===== src/rtl/core/i4dw_pkg.sv =====
package i4dw_pkg;

	localparam int ACT_W     = 8;
	localparam int WBYTE_W   = 8;
	localparam int NIB_W     = 4;
	localparam int IOFF_W    = 9;
	localparam int OOFF_W    = 8;
	localparam int ACC_W     = 32;
	localparam int BIAS_W    = 32;
	localparam int MULT_W    = 31;
	localparam int SHIFT_W   = 6;
	localparam int OUT_W     = 8;
	localparam int BIAS_RSH  = 4;
	localparam int BIAS_HI_W = BIAS_W - BIAS_RSH;
	localparam int ASUM_W    = 10;
	localparam int PROD_W    = ASUM_W + NIB_W;

	localparam int S_TDATA_W = 88;
	localparam int S_TUSER_W = 3;
	localparam int CFG_IDX_W = 2;
	localparam int CFG_DATA_W = 9;

	localparam int QDEPTH  = 2;
	localparam int QPTR_W  = $clog2(QDEPTH);

	localparam logic [CFG_IDX_W-1:0] REG_IN_OFS  = 2'd0;
	localparam logic [CFG_IDX_W-1:0] REG_OUT_OFS = 2'd1;
	localparam logic [CFG_IDX_W-1:0] REG_ACT_MIN = 2'd2;
	localparam logic [CFG_IDX_W-1:0] REG_ACT_MAX = 2'd3;

	localparam logic signed [63:0] NUDGE_POS = 64'sh0000_0000_4000_0000;
	localparam logic signed [63:0] NUDGE_NEG = 64'shFFFF_FFFF_C000_0001;

	typedef struct packed {
		logic signed [IOFF_W-1:0] in_ofs;
		logic signed [OOFF_W-1:0] out_ofs;
		logic signed [OUT_W-1:0]  act_min;
		logic signed [OUT_W-1:0]  act_max;
	} cfg_t;

	typedef struct packed {
		logic signed [PROD_W-1:0]    prod;
		logic                        first;
		logic                        last;
		logic signed [BIAS_HI_W-1:0] bias_hi;
		logic [MULT_W-1:0]           mult;
		logic signed [SHIFT_W-1:0]   shift;
	} entry_t;

	typedef struct packed {
		logic full;
		logic empty;
	} q_status_t;

	typedef enum logic [2:0] {
		BK_ACC,
		BK_SHIFT,
		BK_MUL,
		BK_NUDGE,
		BK_QUOT,
		BK_ROUND,
		BK_OUT
	} back_state_t;

endpackage


===== src/rtl/core/i4dw_front.sv =====
module i4dw_front (
	input  logic                                clk,
	input  logic                                arst_n,
	input  i4dw_pkg::cfg_t                      cfg,
	input  logic                                s_tvalid,
	output logic                                s_tready,
	input  logic [i4dw_pkg::S_TDATA_W-1:0]      s_tdata,
	input  logic [i4dw_pkg::S_TUSER_W-1:0]      s_tuser,
	input  logic                                s_tlast,
	input  i4dw_pkg::q_status_t                 q_status,
	output logic                                push,
	output i4dw_pkg::entry_t                    push_entry
);

	logic                                        v_s1;
	i4dw_pkg::entry_t                            ent_s1;
	i4dw_pkg::entry_t                            ent_new;
	logic signed [i4dw_pkg::ACT_W-1:0]           act;
	logic [i4dw_pkg::WBYTE_W-1:0]                wbyte;
	logic signed [i4dw_pkg::NIB_W-1:0]           wnib;
	logic signed [i4dw_pkg::ASUM_W-1:0]          act_sum;
	logic signed [i4dw_pkg::PROD_W-1:0]          prod;
	logic                                        accept;

	assign act   = s_tdata[7:0];
	assign wbyte = s_tdata[15:8];
	assign wnib  = s_tuser[1] ? wbyte[7:4] : wbyte[3:0];

	always_comb begin
		act_sum = {{(i4dw_pkg::ASUM_W-i4dw_pkg::ACT_W){act[i4dw_pkg::ACT_W-1]}}, act}
			+ {{(i4dw_pkg::ASUM_W-i4dw_pkg::IOFF_W){cfg.in_ofs[i4dw_pkg::IOFF_W-1]}},
			cfg.in_ofs};
		prod = (i4dw_pkg::PROD_W)'(act_sum) * (i4dw_pkg::PROD_W)'(wnib);
		ent_new.prod    = s_tuser[0] ? prod : '0;
		ent_new.first   = s_tuser[2];
		ent_new.last    = s_tlast;
		ent_new.bias_hi = s_tdata[47:16+i4dw_pkg::BIAS_RSH];
		ent_new.mult    = s_tdata[78:48];
		ent_new.shift   = s_tdata[84:79];
	end

	assign push     = v_s1 && !q_status.full;
	assign s_tready = !v_s1 || !q_status.full;
	assign accept   = s_tvalid && s_tready;
	assign push_entry = ent_s1;

	always_ff @(posedge clk or negedge arst_n) begin
		if (!arst_n) begin
			v_s1 <= 1'b0;
		end else if (accept) begin
			v_s1 <= 1'b1;
		end else if (push) begin
			v_s1 <= 1'b0;
		end
	end

	always_ff @(posedge clk) begin
		if (accept) begin
			ent_s1 <= ent_new;
		end
	end

endmodule


===== config.mk =====
export PLATFORM = sky130hd
export DESIGN_NAME = i4dw_front
export DESIGN_NICKNAME = d
export VERILOG_FILES = /design/src/rtl/core/i4dw_pkg.sv /design/src/rtl/core/i4dw_front.sv
export SDC_FILE = /design/constraint.sdc
export NUM_CORES = 1
export LEC_CHECK = 0
export BUFFER_PORTS_ARGS = -buffer_cell sky130_fd_sc_hd__buf_2
export CORE_MARGIN = 2
export CORE_UTILIZATION = 30
export CTS_BUF_LIST = sky130_fd_sc_hd__clkbuf_8
export CTS_CLUSTER_SIZE = 20
export DETAILED_ROUTE_END_ITERATION = 10
export PLACE_DENSITY = 0.53
export RECOVER_POWER = 25
export SLEW_MARGIN = 20
export SYNTH_ARGS = -nofsm -noshare
export SYNTH_HDL_FRONTEND = slang
export SYNTH_SLANG_ARGS = --single-unit
export TNS_END_PERCENT = 30

===== constraint.sdc =====
create_clock -name clk -period 3.7 [get_ports clk]
set_input_delay 0.37 -clock clk [delete_from_list [all_inputs] [get_ports clk]]
set_output_delay 0.37 -clock clk [all_outputs]
set_load 0.02 [all_outputs]

==> results of run 1 <==
per-stage QoR:
stage | TNS, ns | setup WS, ns | hold WS [ns]
6_report | -3.089 | -0.6524 | 0.1941
3_5_place_dp | -7.781 | -1.047 | 0.1489
5_1_grt | -4.506 | -0.8385 | 0.1726
4_1_cts | -3.470 | -0.6148 | 0.1746
3_3_place_gp | -7.106 | -0.9889 | 0.1444
2_1_floorplan | -3.857 | -0.7079 | 0.07441
layer usage:
metal | up-vias | track usage | part of all wire
met5 | - | 0 | 0
met4 | 0 | 0.05089 | 0.019
met3 | 14 | 0.02921 | 0.058
met2 | 126 | 0.2321 | 0.49
met1 | 1465 | 0.1588 | 0.44
li1 | 1569 | - | -
synth_stat cells, types with 2 or more instances:
library cell | number | area share
a211oi_1 | 2 | 0.0035
a21o_1 | 5 | 0.0086
a21oi_1 | 6 | 0.0069
a31oi_1 | 3 | 0.0043
and2_1 | 10 | 0.014
clkbuf_1 | 5 | 0.0043
edfxtp_1 | 81 | 0.56
fa_1 | 22 | 0.10
ha_1 | 33 | 0.095
inv_1 | 20 | 0.017
mux2i_1 | 4 | 0.0092
nand2_1 | 8 | 0.0069
nand2b_1 | 8 | 0.012
nor2_1 | 28 | 0.024
nor2b_1 | 15 | 0.022
nor3_1 | 2 | 0.0023
o21ai_0 | 6 | 0.0069
o21ai_2 | 2 | 0.0040
o21bai_1 | 2 | 0.0035
xnor2_1 | 10 | 0.020
xor2_1 | 9 | 0.018
layout make-up:
type	instances	area, µm²
Tap cell	180	225.2
Clock inverter	7	62.56
Fill cell	1313	7631
Inverter	20	75.07
Multi-Input combinational cell	197	2047
Clock buffer	9	123.9
Timing Repair Buffer	240	1366
Sequential cell	82	2457
sequential cells by signal, indices dropped and copies added (netlist names):
signal,count
push_entry,81
v_s1,1
power by group through the flow:
stage | Combinational [mW] | Clock, mW | Sequential (mW)
after floorplan | 0.999 | 0 | 1.29
after global placement | 1.66 | 0 | 1.18
after detailed placement | 1.67 | 0 | 1.18
after CTS | 1.75 | 0.632 | 1.16
after global routing | 2.00 | 0.670 | 1.17
final | 1.79 | 0.609 | 1.16
repair_timing:
item                                   CTS  global route
hold buffers                             1             0
setup endpoints to repair                9            10
endpoints found under the hold margin    1             0
resized for setup                        9            16
pin swaps                                6            13
buffers inserted                         1             2
worst paths after layout:
check | from | to | slack (ns) | cells after the start
worst max-delay path | s_tdata[1] | push_entry[80] | -0.65 | 19
worst min-delay path | s_tdata[78] | push_entry[36] | 0.19 | 1
min in group asynchronous | arst_n | v_s1 | 0.33 | 2
worst max register to register | v_s1 | push_entry[60] | 2.00 | 2
max in group asynchronous | arst_n | v_s1 | 3.28 | 2
worst min register to register | v_s1 | v_s1 | 0.53 | 2
kinds of logic after synthesis:
kind of cell,Yosys count,synth area share
buffers and inverters,25,0.02161
and+or+nand+nor,80,0.09712
adders and majority gates,55,0.1965
DFF,82,0.5660
muxes,5,0.01239
AOI/OAI and AO/OA,38,0.06802
xor gates and xnor gates,19,0.03833
==> results_dict.tcl, run 1 <==
set metrics [dict create \
    netlist_area_um2 4342 \
    rows 43 \
    cp_slowest_cell "fa_1" \
    ant_nets 0 \
    numPortBuffers 180 \
    placed_cell_area_um2 5992 \
    initial_core_util 0.3104 \
    cts_tree "built" \
    dpl.cell_count 715 \
    slew_violations 0 \
    syn_nets 489 \
    die_w_um 124.3 \
    critPathMaxStageDelay_ns 0.56 \
    required_ns 3.80 \
    grt_pass1_vias 3337 \
    drt_iter0_drc 153 \
    clkPwrFrac 0.171 \
    pwr-share-seq 0.326 \
    io_pins 213 \
    area_growth_pct 46.43 \
    antenna_found_initial 0 \
    htree_num_levels 3 \
    finalNonFillerCells 735 \
    wl_mm 10.14 \
    hp-class "input pin to flop" \
    cts_buffer_depth 2 \
    pwr_density_cell_nw_per_um2 560.2 \
    grt_overflow 0 \
    die_y_um 124.3 \
    maxCapViolations 0 \
    core_um2 13990 \
    ir_drop_mv 0.2095 \
    min_period_over_period 1.176 \
    yosysWarnings 0 \
    rsz0062_at_grt "true" \
    cp_top_family "adder cells" \
    end_kind "flop" \
    postSynthCellCount 304 \
    worst_pin_slew_ns 1.010 \
    final_nets 735 \
    n_antenna_cell 0 \
    critical_path_peak_fanout 5 \
    place.gp.congestion 0.7849 \
    skew_ns 0.01256 \
    p_int_mw 2.386 \
    layout-drive-gt1-share 0.5405 \
    cts_buffers 9 \
    vias 3174 \
    yosysSeqAreaShare 0.5660 \
    grtUsageTotal 0.1325 \
    avgRoutedWirePerCell_um 13.80 \
    setup_violations 8 \
    fin_util 0.4545 \
    design_area_um2 6357 \
    cts.root.buffer_cell "clkbuf_8" \
    pwr-share-comb 0.503 \
    cts.clk_slew.worst_paths_ns 0.09 \
    cellLeakagePower_nw 2.859 \
    synth_edf_count 81 \
    ys.flop_type "edfxtp_1" \
    clk_latency_ns 0.34 \
    place_hpwl_mm 8.212 \
    crit_chain "buf_2 > buf_4 > fa_2 > a21o_1 > a21oi_2 > o21bai_1 > a21oi_2 > xor2_2 > nor2_1 > fa_1 > fa_1 > ha_4 > ha_4 > a21o_2 > nand2_1 > a311oi_2 > a211o_1 > xnor2_2 > mux2i_1" \
    synthArstFlopShare 0.01220 \
    synth_cell_types 44 \
    hold_viol 0 \
    grt_start_max_net_pins 82 \
    slew_headroom 0.3267 \
    setup_ws_ns -0.6524 \
    p_sw_mw 1.175 \
    status "complete, but fails checks" \
    cts.sinks 82 \
    path_class "input pin to flop" \
    grt_pass1_wl_mm 16.64 \
    cp.arrival_ns 4.46 \
    avgSynthCellArea_um2 14.28 \
    dieArea_um2 15450 \
    switching_share 0.3299 \
    drc 0 \
    max_freq_ghz 0.2298 \
    violations "setup timing" \
    drt-pass1-iter-count 4 \
    total_power_mw 3.561 \
    vias_per_cell 4.318 \
    final_cell_mix "buf_2 (178), edfxtp_1 (81), buf_4 (59)" \
    startpoint_type "input pin" \
    period_minus_slack_ns 4.352 \
    synth_seq_cells 82 \
    crit_buf_inv 2 \
    final_common_cell "buf_2" \
]
Power figures use the tool's default switching activity.
==> inputs of run 2 (changes only) <==
Settings changed: CTS_BUF_LIST sky130_fd_sc_hd__clkbuf_8 to not set.
==> run 2 against run 1 <==
The flow still finishes with violations (setup timing); hold slack improved by 0.016 ns; clock skew fell by 0.0047 ns; sequential cell count did not move; cell area rose by 1.7%; setup slack got worse by 0.022 ns; critical path type unchanged; largest cell class unchanged.
==> results_dict.tcl, run 2 (synthesis results as in run 1) <==
set metrics [dict create \
    placed_cell_area_um2 5992 \
    max_freq_ghz 0.2286 \
    grt_pass1_vias 3324 \
    dieArea_um2 15450 \
    period_minus_slack_ns 4.374 \
    hp-class "input pin to flop" \
    cellLeakagePower_nw 2.899 \
    grtUsageTotal 0.1328 \
    crit_chain "buf_6 > ha_4 > fa_2 > a21o_1 > a21oi_2 > buf_4 > xnor2_2 > nor2_1 > fa_1 > fa_1 > ha_1 > ha_1 > nor2b_4 > o2111ai_2 > a311oi_2 > a211o_1 > xnor2_2 > mux2i_1" \
    ant_nets 0 \
    total_power_mw 3.830 \
    design_area_um2 6465 \
    cts_buffer_depth 2 \
    fin_util 0.4622 \
    die_w_um 124.3 \
    layout-drive-gt1-share 0.5433 \
    setup_violations 8 \
    antenna_found_initial 0 \
    drt_iter0_drc 135 \
    drt-pass1-iter-count 4 \
    largest_reg_flops 81 \
    n_antenna_cell 0 \
    vias_per_cell 4.322 \
    cts.clk_slew.worst_paths_ns 0.06 \
    status "complete, but fails checks" \
    cts_buffers 9 \
    avgRoutedWirePerCell_um 13.95 \
    place_hpwl_mm 8.212 \
    io_pins 213 \
    grt_overflow 0 \
    grt_start_max_net_pins 82 \
    wl_mm 10.24 \
    startpoint_type "input pin" \
    numPortBuffers 180 \
    worst_pin_slew_ns 1.021 \
    violations "setup timing" \
    rsz0062_at_grt "true" \
    initial_core_util 0.3104 \
    required_ns 3.79 \
    htree_num_levels 3 \
    final_nets 734 \
    final_common_cell "buf_2" \
    ir_drop_mv 0.2226 \
    clk_latency_ns 0.33 \
    final_cell_mix "buf_2 (178), edfxtp_1 (81), buf_4 (57)" \
    slew_violations 0 \
    setup_ws_ns -0.6745 \
    cts.sinks 82 \
    vias 3172 \
    core_um2 13990 \
    cp_slowest_cell "fa_1" \
    cts.root.buffer_cell "clkbuf_16" \
    skew_ns 0.007813 \
    cp.arrival_ns 4.46 \
    drc 0 \
    hold_viol 0 \
    min_period_over_period 1.182 \
    maxCapViolations 0 \
    slew_headroom 0.3196 \
    rows 43 \
    pwr_density_cell_nw_per_um2 592.4 \
    critical_path_peak_fanout 4 \
    end_kind "flop" \
    grt_pass1_wl_mm 16.62 \
    place.gp.congestion 0.7849 \
    critPathMaxStageDelay_ns 0.49 \
    area_growth_pct 48.90 \
    die_y_um 124.3 \
    path_class "input pin to flop" \
    cts_tree "built" \
]
[run 2: report_power, final]
part | switching (mW) | internal (mW) | leakage (nW)
sequential | 0.0187 | 1.14 | 0.787
combinational | 0.864 | 0.948 | 1.97
clock | 0.335 | 0.520 | 0.137
total | 1.22 | 2.61 | 2.90
[run 2: through the flow]
stage / hold slack [ns] / setup TNS, ns / cells / setup slack [ns]
floorplan: 0.07441 / -3.857 / 304 / -0.7079
global placement: 0.1444 / -7.106 / 715 / -0.9889
detailed placement: 0.1489 / -7.781 / 715 / -1.047
CTS: 0.1966 / -3.765 / 732 / -0.6392
global route: 0.1989 / -4.676 / 734 / -0.8359
finish: 0.2096 / -3.386 / 734 / -0.6745
[run 2: worst paths after layout]
| check | startpoint | endpoint | slack (ns) | cells after the start |
|---|---|---|---|---|
| worst min-delay path | s_tdata[38] | push_entry[55] | 0.21 | 1 |
| worst max register to register | v_s1 | push_entry[4] | 1.99 | 2 |
| min in group asynchronous | arst_n | v_s1 | 0.35 | 2 |
| max in group asynchronous | arst_n | v_s1 | 3.27 | 2 |
| worst min register to register | v_s1 | v_s1 | 0.52 | 2 |
| worst max-delay path | cfg[24] | push_entry[80] | -0.67 | 18 |
[run 2: final cells by class]
type / count / area [µm²]
Fill cell: 1296 / 7523
Sequential cell: 82 / 2457
Multi-Input combinational cell: 197 / 2057
Timing Repair Buffer: 239 / 1363
Clock buffer: 11 / 232.7
Tap cell: 180 / 225.2
Inverter: 20 / 75.07
Clock inverter: 5 / 55.05
[run 2: what timing repair did]
| action | 4_1_cts | 5_1_grt |
|---|---|---|
| hold buffers | 1 | 0 |
| endpoints found under the hold margin | 1 | 0 |
| endpoints found under the setup margin | 9 | 10 |
| setup buffers | 0 | 2 |
| pin swaps | 5 | 15 |
| resized for setup | 8 | 22 |
[run 2: layer usage]
metal | share of wire | track usage | vias up
met2 | 0.49 | 0.2347 | 130
met5 | 0 | 0 | -
met1 | 0.43 | 0.1588 | 1461
met4 | 0.017 | 0.04693 | 0
met3 | 0.064 | 0.03007 | 12
li1 | - | - | 1569
[run 2: critical path: cells and delay by family]
family / cells / cell delay, ns
buf+inv: 2 / 0.25
mux: 1 / 0.12
xor+xnor: 2 / 0.28
compound gates: 5 / 1.06
fa+ha+maj: 6 / 2.14
simple gates: 2 / 0.25
==> inputs of run 3 (changes only) <==
Settings changed: GPL_TIMING_DRIVEN set to 0, RECOVER_POWER 25 to not set.
==> run 3 against run 2 <==
The flow still finishes with violations (setup timing); global-route usage about the same; clock power down 1%; largest cell class unchanged; register-to-register slack better by 0.10 ns; final cell count down 5.0%; fmax down 0.38%; highest routed layer unchanged; wire length down 1.3%; combinational power down 7%.
==> results_dict.tcl, run 3 (synthesis results as in run 1) <==
set metrics [dict create \
    status "complete, but fails checks" \
    violations "setup timing" \
    area_growth_pct 41.53 \
    worst_pin_slew_ns 0.7173 \
    rsz0062_at_grt "true" \
    fill_cells 1315 \
    grt_start_max_net_pins 42 \
    numPortBuffers 179 \
    n_antenna_cell 0 \
    critical_path_peak_fanout 3 \
    clk_latency_ns 0.33 \
    reg2reg_from "v_s1" \
    r2r_cells 3 \
    critical_path_depth 21 \
    period_minus_slack_ns 4.391 \
    setup_ws_ns -0.6913 \
    pwr-share-seq 0.314 \
    grt_pass1_vias 3231 \
    finalSetupTns_ns -3.306 \
    largest_reg_flops 81 \
    place.gp.congestion 0.7468 \
    end_kind "flop" \
    critPathMaxStageDelay_ns 0.49 \
    grt_pass1_wl_mm 16.32 \
    layout-drive-gt1-share 0.4855 \
    max_freq_ghz 0.2277 \
    cts_buffers 9 \
    clkPwrFrac 0.228 \
    setup_violations 7 \
    hp-class "input pin to flop" \
    avgRoutedWirePerCell_um 14.50 \
    initial_core_util 0.3104 \
    pwr-share-comb 0.458 \
    startpoint_type "input pin" \
    ir_drop_mv 0.2093 \
    vias 3057 \
    p_sw_mw 1.196 \
    core_um2 13990 \
    final_nets 697 \
    drc 0 \
    slew_headroom 0.5123 \
    skew_ns 0.005662 \
    antenna_found_initial 0 \
    htree_num_levels 3 \
    final_cell_mix "buf_2 (177), edfxtp_1 (81), nor2_1 (25)" \
    path_class "input pin to flop" \
    cp_slowest_cell "fa_1" \
    crit_chain "buf_6 > ha_4 > fa_2 > a21o_1 > a21oi_2 > o21bai_1 > a21oi_1 > xor2_1 > buf_4 > buf_6 > nor2b_4 > fa_1 > fa_1 > ha_4 > ha_4 > o21a_1 > nor2_2 > a311oi_2 > a211o_1 > xnor2_1 > mux2i_1" \
    die_w_um 124.3 \
    crit_buf_inv 3 \
    io_pins 213 \
    total_power_mw 3.698 \
    grt_overflow 0 \
    cts_buffer_depth 2 \
    dieArea_um2 15450 \
    maxCapViolations 0 \
    cts.clk_slew.worst_paths_ns 0.06 \
    fin_util 0.4393 \
    slew_violations 0 \
    grtUsageTotal 0.1329 \
    wl_mm 10.11 \
    reg2reg_setup_slack_ns 2.09 \
    ant_nets 0 \
    vias_per_cell 4.386 \
    cp_top_family "adder cells" \
    seq_area_um2 2457 \
    drt_iter0_drc 136 \
    cts_tree "built" \
    min_period_over_period 1.187 \
    drt-pass1-iter-count 4 \
    startpoint "s_tdata[0]" \
    die_y_um 124.3 \
    cts.root.buffer_cell "clkbuf_16" \
    hold_viol 0 \
    place_hpwl_mm 8.115 \
    pwr_density_cell_nw_per_um2 601.8 \
    switching_share 0.3235 \
    rows 43 \
    cellLeakagePower_nw 2.705 \
    p_int_mw 2.502 \
    cp-endpoint "push_entry[80]" \
    required_ns 3.88 \
    final_common_cell "buf_2" \
    path_common_cell "ha_4" \
    cp.arrival_ns 4.57 \
    cts.sinks 82 \
    r2r-end "push_entry[10]" \
    multi_input_area_um2 2006 \
]
==> run 3: cell count changes in the layout (fill, tap and decap cells not counted), moves of 3 or more <==
cell	previous run	this run
clkbuf_2	0	3
a21oi_2	4	1
xor2_1	5	8
buf_4	57	15
xor2_2	4	1
==> run 3: power by group through the flow <==
stage | logic (mW) | registers, mW | clock network (mW)
finish | 1.69 | 1.16 | 0.843
floorplan | 0.999 | 1.29 | 0
CTS | 1.69 | 1.16 | 0.868
global route | 1.88 | 1.17 | 0.906
global placement | 1.43 | 1.18 | 0
detailed placement | 1.43 | 1.18 | 0
==> run 3: cell type report <==
class | count | share of cell area
well taps | 180 | 0.03665
plain buffers | 5 | 0.005294
clock buffers | 10 | 0.03726
flip-flops and latches | 82 | 0.3999
clock inverters | 6 | 0.009367
inverters | 20 | 0.01222
multi-input cells | 197 | 0.3264
repair buffers | 197 | 0.1729
==> run 3: how the worst min path moves through the flow <==
stage | from | cells after the start | end | slack [ns]
floorplan | arst_n | 0 | v_s1 | 0.07
global placement | arst_n | 1 | v_s1 | 0.14
detailed placement | arst_n | 1 | v_s1 | 0.15
CTS | s_tdata[74] | 1 | push_entry[32] | 0.20
global route | s_tdata[74] | 1 | push_entry[32] | 0.20
finish | s_tdata[74] | 1 | push_entry[32] | 0.21
==> run 3: timing repair <==
action / in CTS / in global routing
pin swaps: 26 / 5
endpoints found under the hold margin: 1 / 0
gates resized for setup: 21 / 2
hold buffers: 1 / 0
setup buffers: 16 / 0
endpoints found under the setup margin: 9 / 9
gates cloned: 0 / 0
==> run 3: through the flow <==
stage          setup slack, ns  cells  area [µm²]  hold slack, ns
2_1_floorplan          -0.7079    304        4467         0.07441
3_3_place_gp            -1.150    663        5588          0.1443
5_1_grt                -0.8598    697        6145          0.1951
6_report               -0.6913    697        6145          0.2131
4_1_cts                -0.7171    697        6137          0.1954
3_5_place_dp            -1.185    664        5610          0.1487
==> run 3: per-layer routing <==
layer	track usage	vias up	routed length [µm]
met4	0.04362	0	140
met1	0.1598	1415	4287
met2	0.2289	133	4963
met5	0	-	0
li1	-	1500	-
met3	0.03866	9	718
