$ cat config.mk
export PLATFORM = sky130hd
export DESIGN_NAME = i4dw_queue
export DESIGN_NICKNAME = d
export VERILOG_FILES = /design/src/rtl/core/i4dw_pkg.sv /design/src/rtl/core/i4dw_queue.sv
export SDC_FILE = /design/constraint.sdc
export NUM_CORES = 1
export LEC_CHECK = 0
export BUFFER_PORTS_ARGS = -buffer_cell sky130_fd_sc_hd__buf_2
export CORE_MARGIN = 10
export CORE_UTILIZATION = 47
export CTS_CLUSTER_DIAMETER = 200
export DETAILED_ROUTE_END_ITERATION = 8
export PLACE_DENSITY = 0.75
export SYNTH_ARGS = -nofsm -noshare
export SYNTH_HDL_FRONTEND = slang
export SYNTH_SLANG_ARGS = --single-unit
$ cat constraint.sdc
create_clock -name clk -period 4.8 [get_ports clk]
set_input_delay 0.48 -clock clk [delete_from_list [all_inputs] [get_ports clk]]
set_output_delay 0.48 -clock clk [all_outputs]
set_load 0.02 [all_outputs]
$ cat src/rtl/core/i4dw_pkg.sv
package i4dw_pkg;

	localparam int ACT_W     = 8;
	localparam int WBYTE_W   = 8;
	localparam int NIB_W     = 4;
	localparam int IOFF_W    = 9;
	localparam int OOFF_W    = 8;
	localparam int ACC_W     = 32;
	localparam int BIAS_W    = 32;
	localparam int MULT_W    = 31;
	localparam int SHIFT_W   = 6;
	localparam int OUT_W     = 8;
	localparam int BIAS_RSH  = 4;
	localparam int BIAS_HI_W = BIAS_W - BIAS_RSH;
	localparam int ASUM_W    = 10;
	localparam int PROD_W    = ASUM_W + NIB_W;

	localparam int S_TDATA_W = 88;
	localparam int S_TUSER_W = 3;
	localparam int CFG_IDX_W = 2;
	localparam int CFG_DATA_W = 9;

	localparam int QDEPTH  = 2;
	localparam int QPTR_W  = $clog2(QDEPTH);

	localparam logic [CFG_IDX_W-1:0] REG_IN_OFS  = 2'd0;
	localparam logic [CFG_IDX_W-1:0] REG_OUT_OFS = 2'd1;
	localparam logic [CFG_IDX_W-1:0] REG_ACT_MIN = 2'd2;
	localparam logic [CFG_IDX_W-1:0] REG_ACT_MAX = 2'd3;

	localparam logic signed [63:0] NUDGE_POS = 64'sh0000_0000_4000_0000;
	localparam logic signed [63:0] NUDGE_NEG = 64'shFFFF_FFFF_C000_0001;

	typedef struct packed {
		logic signed [IOFF_W-1:0] in_ofs;
		logic signed [OOFF_W-1:0] out_ofs;
		logic signed [OUT_W-1:0]  act_min;
		logic signed [OUT_W-1:0]  act_max;
	} cfg_t;

	typedef struct packed {
		logic signed [PROD_W-1:0]    prod;
		logic                        first;
		logic                        last;
		logic signed [BIAS_HI_W-1:0] bias_hi;
		logic [MULT_W-1:0]           mult;
		logic signed [SHIFT_W-1:0]   shift;
	} entry_t;

	typedef struct packed {
		logic full;
		logic empty;
	} q_status_t;

	typedef enum logic [2:0] {
		BK_ACC,
		BK_SHIFT,
		BK_MUL,
		BK_NUDGE,
		BK_QUOT,
		BK_ROUND,
		BK_OUT
	} back_state_t;

endpackage

$ cat src/rtl/core/i4dw_queue.sv
module i4dw_queue (
	input  logic                 clk,
	input  logic                 arst_n,
	input  logic                 push,
	input  i4dw_pkg::entry_t     push_entry,
	input  logic                 pop,
	output i4dw_pkg::entry_t     head,
	output i4dw_pkg::q_status_t  q_status
);

	i4dw_pkg::entry_t                 mem_q [i4dw_pkg::QDEPTH];
	logic [i4dw_pkg::QPTR_W-1:0]      wr_ptr_q;
	logic [i4dw_pkg::QPTR_W-1:0]      rd_ptr_q;
	logic [i4dw_pkg::QPTR_W:0]        count_q;

	assign head           = mem_q[rd_ptr_q];
	assign q_status.full  = count_q == (i4dw_pkg::QPTR_W+1)'(i4dw_pkg::QDEPTH);
	assign q_status.empty = count_q == '0;

	always_ff @(posedge clk or negedge arst_n) begin
		if (!arst_n) begin
			wr_ptr_q <= '0;
			rd_ptr_q <= '0;
			count_q  <= '0;
		end else begin
			if (push) begin
				wr_ptr_q <= wr_ptr_q + 1'b1;
			end
			if (pop) begin
				rd_ptr_q <= rd_ptr_q + 1'b1;
			end
			if (push && !pop) begin
				count_q <= count_q + 1'b1;
			end else if (pop && !push) begin
				count_q <= count_q - 1'b1;
			end
		end
	end

	always_ff @(posedge clk) begin
		if (push) begin
			mem_q[wr_ptr_q] <= push_entry;
		end
	end

endmodule

==> impl_results.md, run 1 <==
- Status: finished clean
- Total grt overflow: 0
- Via count: between 3,000 and 4,000
- CP endpoint kind: primary output
- Post-route minimum period: between 2 and 3 ns
- Initial antenna violation count: 0
- CTS Root Cell: clkbuf_16
- Total GRT Usage: 12.61%
- Number of global-route vias before repair: roughly 3,300
- Initial core utilization: just under 50%
- MaxCap Viol Count: 0
- Share of cells above drive strength 1: between 60% and 70%
- Clk Latency, worst-skew pair: ~0.42 ns
- Core Area: between 10,000 and 15,000 um^2
- Final clock skew: 0.004536 ns
- Row count: between 40 and 50
- Clock Tree Buf Depth: 2
- IO Pins: ~170
- RSZ-0062 raised after global routing: no
- Syn nets: 354
- Syn_area_per_cell: between 20 and 25 um^2
- Crit-path max FO: 42
- Post-CTS sizing: 0
- First-pass GRT wire length: ~18,000 um
- Startpoint Class: flip-flop
- CTS Sinks: around 170
- Cts bufs inserted: 17
- Antenna diode count: 0
- # setup viols final: 0
- I/O Buffers: roughly 170
- Critical Path RT: around 4.3 ns
- Die area: between 15,000 and 20,000 um^2
- Placed inst area: roughly 7400 um^2
- Tcrit/Tclk final: approximately 59%
- Fin. Hold Viols: 0
- Largest net degree at the start of global routing: 82
- Cell variety after synth: 13
- Post-DR wirelength/cell: around 19 um
- Final slew viol count: 0
- TNS Setup: 0 ns
- Post-CTS setup repair buffer count: 0
- Layout fillers: 1,026
- H-tree levels: 4
- Fmax: ~360 MHz
- Worst Path Arrival: around 2.3 ns
- Netlist Area Pre-Place: 6431 um^2
- DRC errors left: 0
- Worst-Margin Slew: ~1.1 ns
- CTS tree: built
- Post-Route WL: around 12,000 um
- Path type of the worst setup path: reg -> out
- Nets: between 500 and 600
- Post-route setup slack: approximately 2.0 ns
- Die Wd: about 140 um
- P&R area growth vs syn: 24.03%
- Hold Path Class: in -> reg
- Via/cell ratio: between 4 and 5
- Leakage power figure: 3.240 nW
- Final Wtd Congestion: just over 0.7
- Yosys reg bits: 166
- VDD IR max: ~500 uV
- Iter 0 DRT Violations: 134
- PwrDens: 636.9 nW/um^2
- Pre-CTS setup slack: between 2 and 2.5 ns
- DIE HEIGHT: 137.0 um
- Finished Cell Area: 7976 um^2
- First-pass detailed-route iteration total: 4
- Antenna Nets Post-Route: 0
- Warning count from the yosys run: 0
- Sequential fraction of the synthesis area: between 70% and 80%
- Detail Placement HPWL: ~8000 um
- Relative slew slack: between 20% and 30%
- Clock Pin Slew Worst Setup and Hold Paths: 0.06 ns
- Cells after synthesis: between 200 and 300
-- layer usage --
metal  vias to the layer above  part of all wire (%)  global-route usage [%]
met5                         -                     0                       0
met4                         0                   2.5                   5.972
met3                        25                   9.4                   5.792
met2                       120                    50                   19.87
met1                      1515                    39                   14.34
li1                       1418                     -                       -
-- layout by cell type, fill, tap and decap left out, drive strengths merged --
cell type,synthesis,final
dlygate4sd3,0,1
nor2b,2,2
bufinv,0,3
xnor2,1,1
clkinv,0,5
inv,1,1
ha,1,1
clkbuf,0,20
clkinvlp,0,4
xor2,4,4
dfrtp,4,4
edfxtp,162,162
mux2,81,81
nor2,2,2
buf,9,169
and2,1,1
-- metrics by stage --
step,total power [mW],hold slack [ns],cells,util [%]
after detailed placement,3.781,0.2934,604,55.12
after CTS,5.157,0.2247,637,59.76
after floorplan,3.425,0.1844,268,-
after global placement,3.743,0.2901,604,55.12
after global routing,5.303,0.2295,637,59.76
final,5.080,0.2438,637,59.76
-- Yosys cell counts, drive strengths merged --
library cell,instances,area share (%)
nor2b,2,0.19
xnor2,1,0.14
xor2,4,0.54
buf,9,2.7
nor2,2,0.12
mux2,81,19
and2,1,0.097
ha,1,0.19
dfrtp,4,1.6
inv,1,0.058
edfxtp,162,76
-- sequential cells by signal, summed over array words and instances (netlist names) --
signal	flops
count_q	2
mem_q	162
wr_ptr_q	1
rd_ptr_q	1
-- power by group --
part	total, mW	internal [mW]	switching, mW
combinational	1.61	0.744	0.864
clock	1.37	0.844	0.524
sequential	2.10	1.93	0.172
total	5.08	3.52	1.56
-- critical path, cell delays in order, from the launching register on --
cell	delay (ns)
dfrtp_4	0.93
buf_12	0.37
mux2_4	0.35
buf_2	0.16
-- cell families after synthesis --
kind of cell / Yosys count / synth area share, %
multiplexers: 81 / 18.79
XOR/XNOR: 5 / 0.6809
adder cells (fa/ha/maj): 1 / 0.1945
flip-flops: 166 / 77.20
AND/OR/NAND/NOR: 5 / 0.4086
buffers and inverters: 10 / 2.724
-- cell type report --
cell class,count,area [um^2],area share (%)
Clock inverter,12,152.6,1.914
Clock buffer,20,456.7,5.725
Inverter,1,3.754,0.04706
Timing Repair Buffer,170,873.3,10.95
Sequential cell,166,4969,62.29
Tap cell,176,220.2,2.761
Multi-Input combinational cell,92,1301,16.31
-- worst paths after layout --
path / startpoint / endpoint / slack, ns / cells after the start
setup / recovery: rd_ptr_q$_DFFE_PN0P_ / head[57] / 1.98 / 3
hold / removal: pop / rd_ptr_q$_DFFE_PN0P_ / 0.24 / 2
setup reg to reg: wr_ptr_q$_DFFE_PN0P_ / mem_q[0][31]$_DFFE_PP_ / 2.99 / 2
hold reg to reg: count_q[1]$_DFFE_PN0P_ / count_q[1]$_DFFE_PN0P_ / 0.50 / 1
max in group asynchronous: arst_n / rd_ptr_q$_DFFE_PN0P_ / 4.26 / 2
min in group asynchronous: arst_n / count_q[1]$_DFFE_PN0P_ / 0.39 / 2
-- repair_timing --
action / CTS / global route
hold endpoints to repair: 4 / 0
hold buffers: 1 / 0
endpoints found under the setup margin: 0 / 0
No activity file was read; power rests on OpenSTA's default activity.
==> run 2: changes to the inputs <==
Settings changed: CORE_UTILIZATION 47 to 50, PLACE_DENSITY 0.75 to 0.76.
Clock period 4.8 ns to 2.6 ns, I/O delays scaled along.
==> impl_results.md, run 2 (synthesis results as in run 1) <==
- I/O Buffers: 167 (unchanged)
- CTS tree: built (unchanged)
- Share of cells above drive strength 1: 61.08% (was 61.61%)
- Hold path start: push_entry[61] (was pop)
- Post-DR wirelength/cell: 18.75 um (was 18.77 um)
- Antenna Nets Post-Route: 0 (unchanged)
- Die Wd: 133.4 um (was 137.0 um)
- MaxCap Viol Count: 0 (unchanged)
- Core Area: 12,620 um^2 (was 13,350 um^2)
- Reg2reg end: mem_q[1][56]$_DFFE_PP_ (was mem_q[0][31]$_DFFE_PP_)
- Hold Path End: mem_q[0][61]$_DFFE_PP_ (was rd_ptr_q$_DFFE_PN0P_)
- Die area: 17,800 um^2 (was 18,760 um^2)
- Post-CTS sizing: 0 (unchanged)
- CP endpoint kind: primary output (unchanged)
- Biggest register: mem_q (unchanged)
- Worst hold margin: 0.03201 ns (was 0.2438 ns)
- DRC errors left: 0 (unchanged)
- Post-CTS setup repair buffer count: 0 (unchanged)
- Net switching fraction of the power: 30.86% (was 30.68%)
- PwrDens: 1156 nW/um^2 (was 636.9 nW/um^2)
- Critical R2R Launch: wr_ptr_q$_DFFE_PN0P_ (unchanged)
- Cts bufs inserted: 17 (unchanged)
- Placed inst area: 7420 um^2 (was 7357 um^2)
- Post-CTS Hold Buffers: 1 (unchanged)
- FF-to-FF path depth: 2 (unchanged)
- Via count: 3,034 (was 3,078)
- Total grt overflow: 0 (unchanged)
- Row count: 41 (was 42)
- Total GRT Usage: 13.82% (was 12.61%)
- Gate power share: 34.1% (was 31.7%)
- Final Wtd Congestion: 0.7380 (was 0.7078)
- Critical Path RT: 2.34 ns (was 4.32 ns)
- Final slew viol count: 0 (unchanged)
- Register area: 4969 um^2 (unchanged)
- H-tree levels: 4 (unchanged)
- Int Pwr: 6.379 mW (was 3.521 mW)
- Sw Pwr: 2.847 mW (was 1.559 mW)
- Sequential share of power: 40.9% (was 41.4%)
- Reg2reg setup slack: 0.95 ns (was 2.99 ns)
- DIE HEIGHT: 133.4 um (was 137.0 um)
- CTS Root Cell: clkbuf_16 (unchanged)
- Slowest CP cell: dfrtp_4 (unchanged)
- Nets: 538 (was 534)
- # setup viols final: 0 (unchanged)
- Regs by FF count: mem_q: 162 flops, count_q: 2 flops (unchanged)
- Tcrit/Tclk final: between 80% and 90%
- P&R area growth vs syn: 24.07% (was 24.03%)
- Fin. Hold Viols: 0 (unchanged)
- First-pass GRT wire length: 18,660 um (was 17,760 um)
- Post-route minimum period: between 2 and 2.5 ns
- Clock Tree Buf Depth: 2 (unchanged)
- Clock network power share: 25.0% (was 26.9%)
- Status: finished clean (unchanged)
- Iter 0 DRT Violations: 123 (was 134)
- Number of global-route vias before repair: 3,375 (was 3,296)
- Leading cell type in the layout, fill and taps excluded: buf_2 (unchanged)
- Worst-Margin Slew: 0.5594 ns (was 1.125 ns)
- Hold Path Depth: 1 (was 2)
- Multi-input logic area: 1301 um^2 (unchanged)
- Detail Placement HPWL: 8429 um (was 8007 um)
- Initial antenna violation count: 0 (unchanged)
- Crit path largest cell delay: 0.63 ns (was 0.93 ns)
- Relative slew slack: 62.71% (was 24.97%)
- Finished Core Util: 63.23% (was 59.76%)
- IO Pins: 168 (unchanged)
- Max FFs per register: 162 (unchanged)
- Post-Route WL: 11,970 um (was 11,960 um)
- Crit-path max FO: 17 (was 42)
- RSZ-0062 raised after global routing: no (unchanged)
- Finished Cell Area: 7979 um^2 (was 7976 um^2)
- Largest net degree at the start of global routing: 65 (was 82)
- Clk Latency, worst-skew pair: 0.41 ns (was 0.42 ns)
- Cell Chain, Critical Path: buf_4 > mux2_2 > buf_2 (was buf_12 > mux2_4 > buf_2)
- Final clock skew: 0.004671 ns (was 0.004536 ns)
- CTS Sinks: 166 (unchanged)
- Final Power: 9.227 mW (was 5.080 mW)
- Clock Pin Slew Worst Setup and Hold Paths: 0.06 ns (about the same)
- Via/cell ratio: 4.755 (was 4.832)
- Hold Path Class: in -> reg (unchanged)
- Startpoint Class: flip-flop (unchanged)
- First-pass detailed-route iteration total: 4 (unchanged)
- Initial core utilization: 50.96% (was 48.18%)
- Path type of the worst setup path: reg -> out (unchanged)
- Worst Path Arrival: 1.92 ns (was 2.34 ns)
- Layout fillers: 922 (was 1,026)
- TNS Setup: 0 ns (unchanged)
- Fmax: roughly 460 MHz
- Most frequent cells in the layout: buf_2, edfxtp_1, mux2_4 (unchanged)
- Leakage power figure: 3.256 nW (was 3.240 nW)
- VDD IR max: 1010 uV (was 501.3 uV)
## run 2: cell types whose count changed in the layout (fill, tap and decap cells not counted), sizes merged
cell / before / now
bufinv: 3 / 2
buf: 169 / 173
clkinvlp: 4 / 1
clkbuf: 20 / 19
diode: 0 / 1
clkinv: 5 / 10
## run 2: layout make-up
class	count	share of cell area [%]
antenna	1	0.03136
tap	172	2.697
sequential	166	62.27
clock buffer	19	5.426
clock inverter	13	1.427
inverter	1	0.04704
timing repair buffer	174	11.79
multi-input combinational	92	16.31
## run 2: how the worst max path moves through the flow
| stage | to | depth (start not counted) | slack [ns] | startpoint |
|---|---|---|---|---|
| after floorplan | mem_q[0][0]$_DFFE_PP_ | 1 | 0.55 | wr_ptr_q$_DFFE_PN0P_ |
| after global placement | head[60] | 3 | 0.86 | rd_ptr_q$_DFFE_PN0P_ |
| after detailed placement | head[61] | 3 | 0.83 | rd_ptr_q$_DFFE_PN0P_ |
| after CTS | head[61] | 3 | 0.37 | rd_ptr_q$_DFFE_PN0P_ |
| after global routing | head[61] | 3 | 0.33 | rd_ptr_q$_DFFE_PN0P_ |
| final | head[61] | 3 | 0.42 | rd_ptr_q$_DFFE_PN0P_ |
## run 2: worst max-delay path, delay by kind of cell (launching register included)
family,cells,cell delay (ns)
buffers and inverters,2,0.50
flip-flops,1,0.63
multiplexers,1,0.37
## run 2: routing by layer
metal	up-vias	wire, um	track usage, %
met4	0	252	6.953
li1	1432	-	-
met5	-	0	0
met3	16	916	5.827
met1	1478	4494	14.65
met2	108	6302	23.16
## run 2: power by group through the flow
stage,Sequential (mW),Combinational [mW],Clock [mW]
floorplan,3.72,2.57,0
global placement,3.80,3.17,0
detailed placement,3.83,3.20,0
CTS,3.78,3.22,2.38
global route,3.83,3.34,2.48
finish,3.77,3.15,2.31
## run 2: per-stage QoR
stage | setup WS, ns | cells
5_1_grt | 0.3330 | 637
2_1_floorplan | 0.5512 | 268
3_5_place_dp | 0.8294 | 604
4_1_cts | 0.3685 | 637
3_3_place_gp | 0.8650 | 604
6_report | 0.4207 | 638
==> run 3: changes to the inputs <==
Clock period 2.6 ns to 2.3 ns, I/O delays scaled along.
==> impl_results.md, run 3 (synthesis results as in run 1) <==
- Crit-path max FO: 46 (was 17)
- Core Area: 12,620 um^2 (unchanged)
- Critical R2R Launch: wr_ptr_q$_DFFE_PN0P_ (unchanged)
- Total GRT Usage: 14.59% (was 13.82%)
- Post-route minimum period: around 2.0 ns
- CTS Sinks: 166 (unchanged)
- PwrDens: 1232 nW/um^2 (was 1156 nW/um^2)
- Relative slew slack: 64.80% (was 62.71%)
- Post-Route WL: 12,760 um (was 11,970 um)
- Largest net degree at the start of global routing: 51 (was 65)
- Placed cell count: 604 (unchanged)
- Fin. Hold Viols: 0 (unchanged)
- # setup viols final: 0 (unchanged)
- Iter 0 DRT Violations: 203 (was 123)
- First-pass GRT wire length: 20,040 um (was 18,660 um)
- GRT met2 Usage: 24.94% (was 23.16%)
- RSZ-0062 raised after global routing: no (unchanged)
- Fmax: 509.5 MHz
- Most frequent cells in the layout: buf_2, edfxtp_1, mux2_4 (unchanged)
- Die Wd: 133.4 um (unchanged)
- Final std cells w/o fill: 711 (was 638)
- Max FFs per register: 162 (unchanged)
- Final clock skew: 0.007316 ns (was 0.004671 ns)
- Clk Latency, worst-skew pair: 0.41 ns (about the same)
- Initial core utilization: 50.96% (unchanged)
- Final Wtd Congestion: 0.7066 (was 0.7380)
- VDD IR max: 708.1 uV (was 1010 uV)
- Register area: 4969 um^2 (unchanged)
- Detail Placement HPWL: 8490 um (was 8429 um)
- Regs by FF count: mem_q: 162 flops, count_q: 2 flops (unchanged)
- Via/cell ratio: 4.710 (was 4.755)
- Cts bufs inserted: 17 (unchanged)
- Leakage power figure: 3.580 nW (was 3.256 nW)
- Final slew viol count: 0 (unchanged)
- Clock Tree Buf Depth: 2 (unchanged)
- Reg2reg setup slack: 0.76 ns (was 0.95 ns)
- Tcrit/Tclk final: a little under nine tenths
- H-tree levels: 4 (unchanged)
- Leading cell type in the layout, fill and taps excluded: buf_2 (unchanged)
- Hold Path End: mem_q[1][56]$_DFFE_PP_ (was mem_q[0][61]$_DFFE_PP_)
- Crit path largest cell delay: 0.44 ns (was 0.63 ns)
- IO Pins: 168 (unchanged)
- FF-to-FF path depth: 2 (unchanged)
- Number of global-route vias before repair: 3,762 (was 3,375)
- Initial antenna violation count: 1 (was 0)
- First-pass detailed-route iteration total: 4 (unchanged)
- Multi-input logic area: 1301 um^2 (unchanged)
- Row count: 41 (unchanged)
- TNS Setup: 0 ns (unchanged)
- Nets: 611 (was 538)
- Pre-CTS setup slack: 0.7540 ns (was 0.8294 ns)
- CTS tree: built (unchanged)
- Worst-Margin Slew: 0.5280 ns (was 0.5594 ns)
- Die area: 17,800 um^2 (unchanged)
- Slowest CP cell: dfrtp_4 (unchanged)
- DIE HEIGHT: 133.4 um (unchanged)
- Post-route setup slack: 0.3372 ns (was 0.4207 ns)
- Biggest register: mem_q (unchanged)
- CP endpoint kind: primary output (unchanged)
- Hold Path Class: in -> reg (unchanged)
- Hold path start: push_entry[56] (was push_entry[61])
- Worst Path Arrival: 1.73 ns (was 1.92 ns)
- Path type of the worst setup path: reg -> out (unchanged)
- Grt met1 use: 15.42% (was 14.65%)
- Clock Pin Slew Worst Setup and Hold Paths: 0.06 ns (about the same)
- Hold Path Depth: 1 (unchanged)
- MaxCap Viol Count: 0 (unchanged)
- Critical Path RT: 2.07 ns (was 2.34 ns)
- CTS Root Cell: clkbuf_16 (unchanged)
- Post-DR wirelength/cell: 17.95 um (was 18.75 um)
- P&R area growth vs syn: 36.61% (was 24.07%)
- Post-CTS setup repair buffer count: 0 (unchanged)
- Startpoint Class: flip-flop (unchanged)
- Final Power: 10.82 mW (was 9.227 mW)
- Layout fillers: 810 (was 922)
- Status: finished clean (unchanged)
- Total grt overflow: 0 (unchanged)
- Antenna Nets Post-Route: 0 (unchanged)
- Reg2reg end: mem_q[1][20]$_DFFE_PP_ (was mem_q[1][56]$_DFFE_PP_)
- Share of cells above drive strength 1: 52.79% (was 61.08%)
- Cell Chain, Critical Path: buf_12 > mux2_4 > buf_2 (was buf_4 > mux2_2 > buf_2)
- I/O Buffers: 167 (unchanged)
- GRT busiest layer: met2 (unchanged)
- DRC errors left: 0 (unchanged)
- Met3 Usage GRT: 5.902% (was 5.827%)
- Via count: 3,349 (was 3,034)
-- run 3: how the worst max path moves through the flow --
| stage | startpoint | endpoint | cells past startpoint |
|---|---|---|---|
| 6_report | rd_ptr_q$_DFFE_PN0P_ | head[10] | 3 |
| 5_1_grt | rd_ptr_q$_DFFE_PN0P_ | head[10] | 3 |
| 4_1_cts | rd_ptr_q$_DFFE_PN0P_ | head[10] | 3 |
| 3_5_place_dp | wr_ptr_q$_DFFE_PN0P_ | mem_q[1][14]$_DFFE_PP_ | 2 |
| 3_3_place_gp | wr_ptr_q$_DFFE_PN0P_ | mem_q[1][16]$_DFFE_PP_ | 2 |
| 2_1_floorplan | wr_ptr_q$_DFFE_PN0P_ | mem_q[0][0]$_DFFE_PP_ | 1 |
-- run 3: final cells by class --
class / instances / area share [%]
antenna: 1 / 0.02848
clock buffer: 23 / 5.212
clock inverter: 9 / 1.737
inverter: 1 / 0.04272
multi-input combinational: 92 / 14.81
sequential: 166 / 56.55
tap: 172 / 2.449
timing repair buffer: 247 / 19.17
-- run 3: repair_timing --
action / CTS / global route
gates resized for setup: 0 / 0
hold buffers: 73 / 1
endpoints found under the hold margin: 145 / 2
-- run 3: critical path: cells and delay by family (launching register included) --
kind | cells | cell delay, ns
mux | 1 | 0.36
flops | 1 | 0.44
buf+inv | 2 | 0.48
-- run 3: where the power goes --
group          switching, mW  total (mW)  internal (mW)
registers              0.172        4.19           4.02
logic                   2.02        3.74           1.71
clock network           1.05        2.89           1.84
-- run 3: metal layers --
metal	share of wire [%]	vias up	wire length [um]
met4	2.1	0	262
met3	7.0	19	890
li1	-	1579	-
met1	39	1643	4993
met5	0	-	0
met2	52	108	6616
-- run 3: metrics by stage --
step                util, %  instance area [um^2]  hold WS, ns
global placement      58.89                  7432      0.03985
finish                69.62                  8786      0.01910
detailed placement    58.89                  7432      0.04767
global route          69.60                  8783     0.005870
floorplan                 -                  6440     -0.06559
CTS                   69.52                  8773    0.0003305
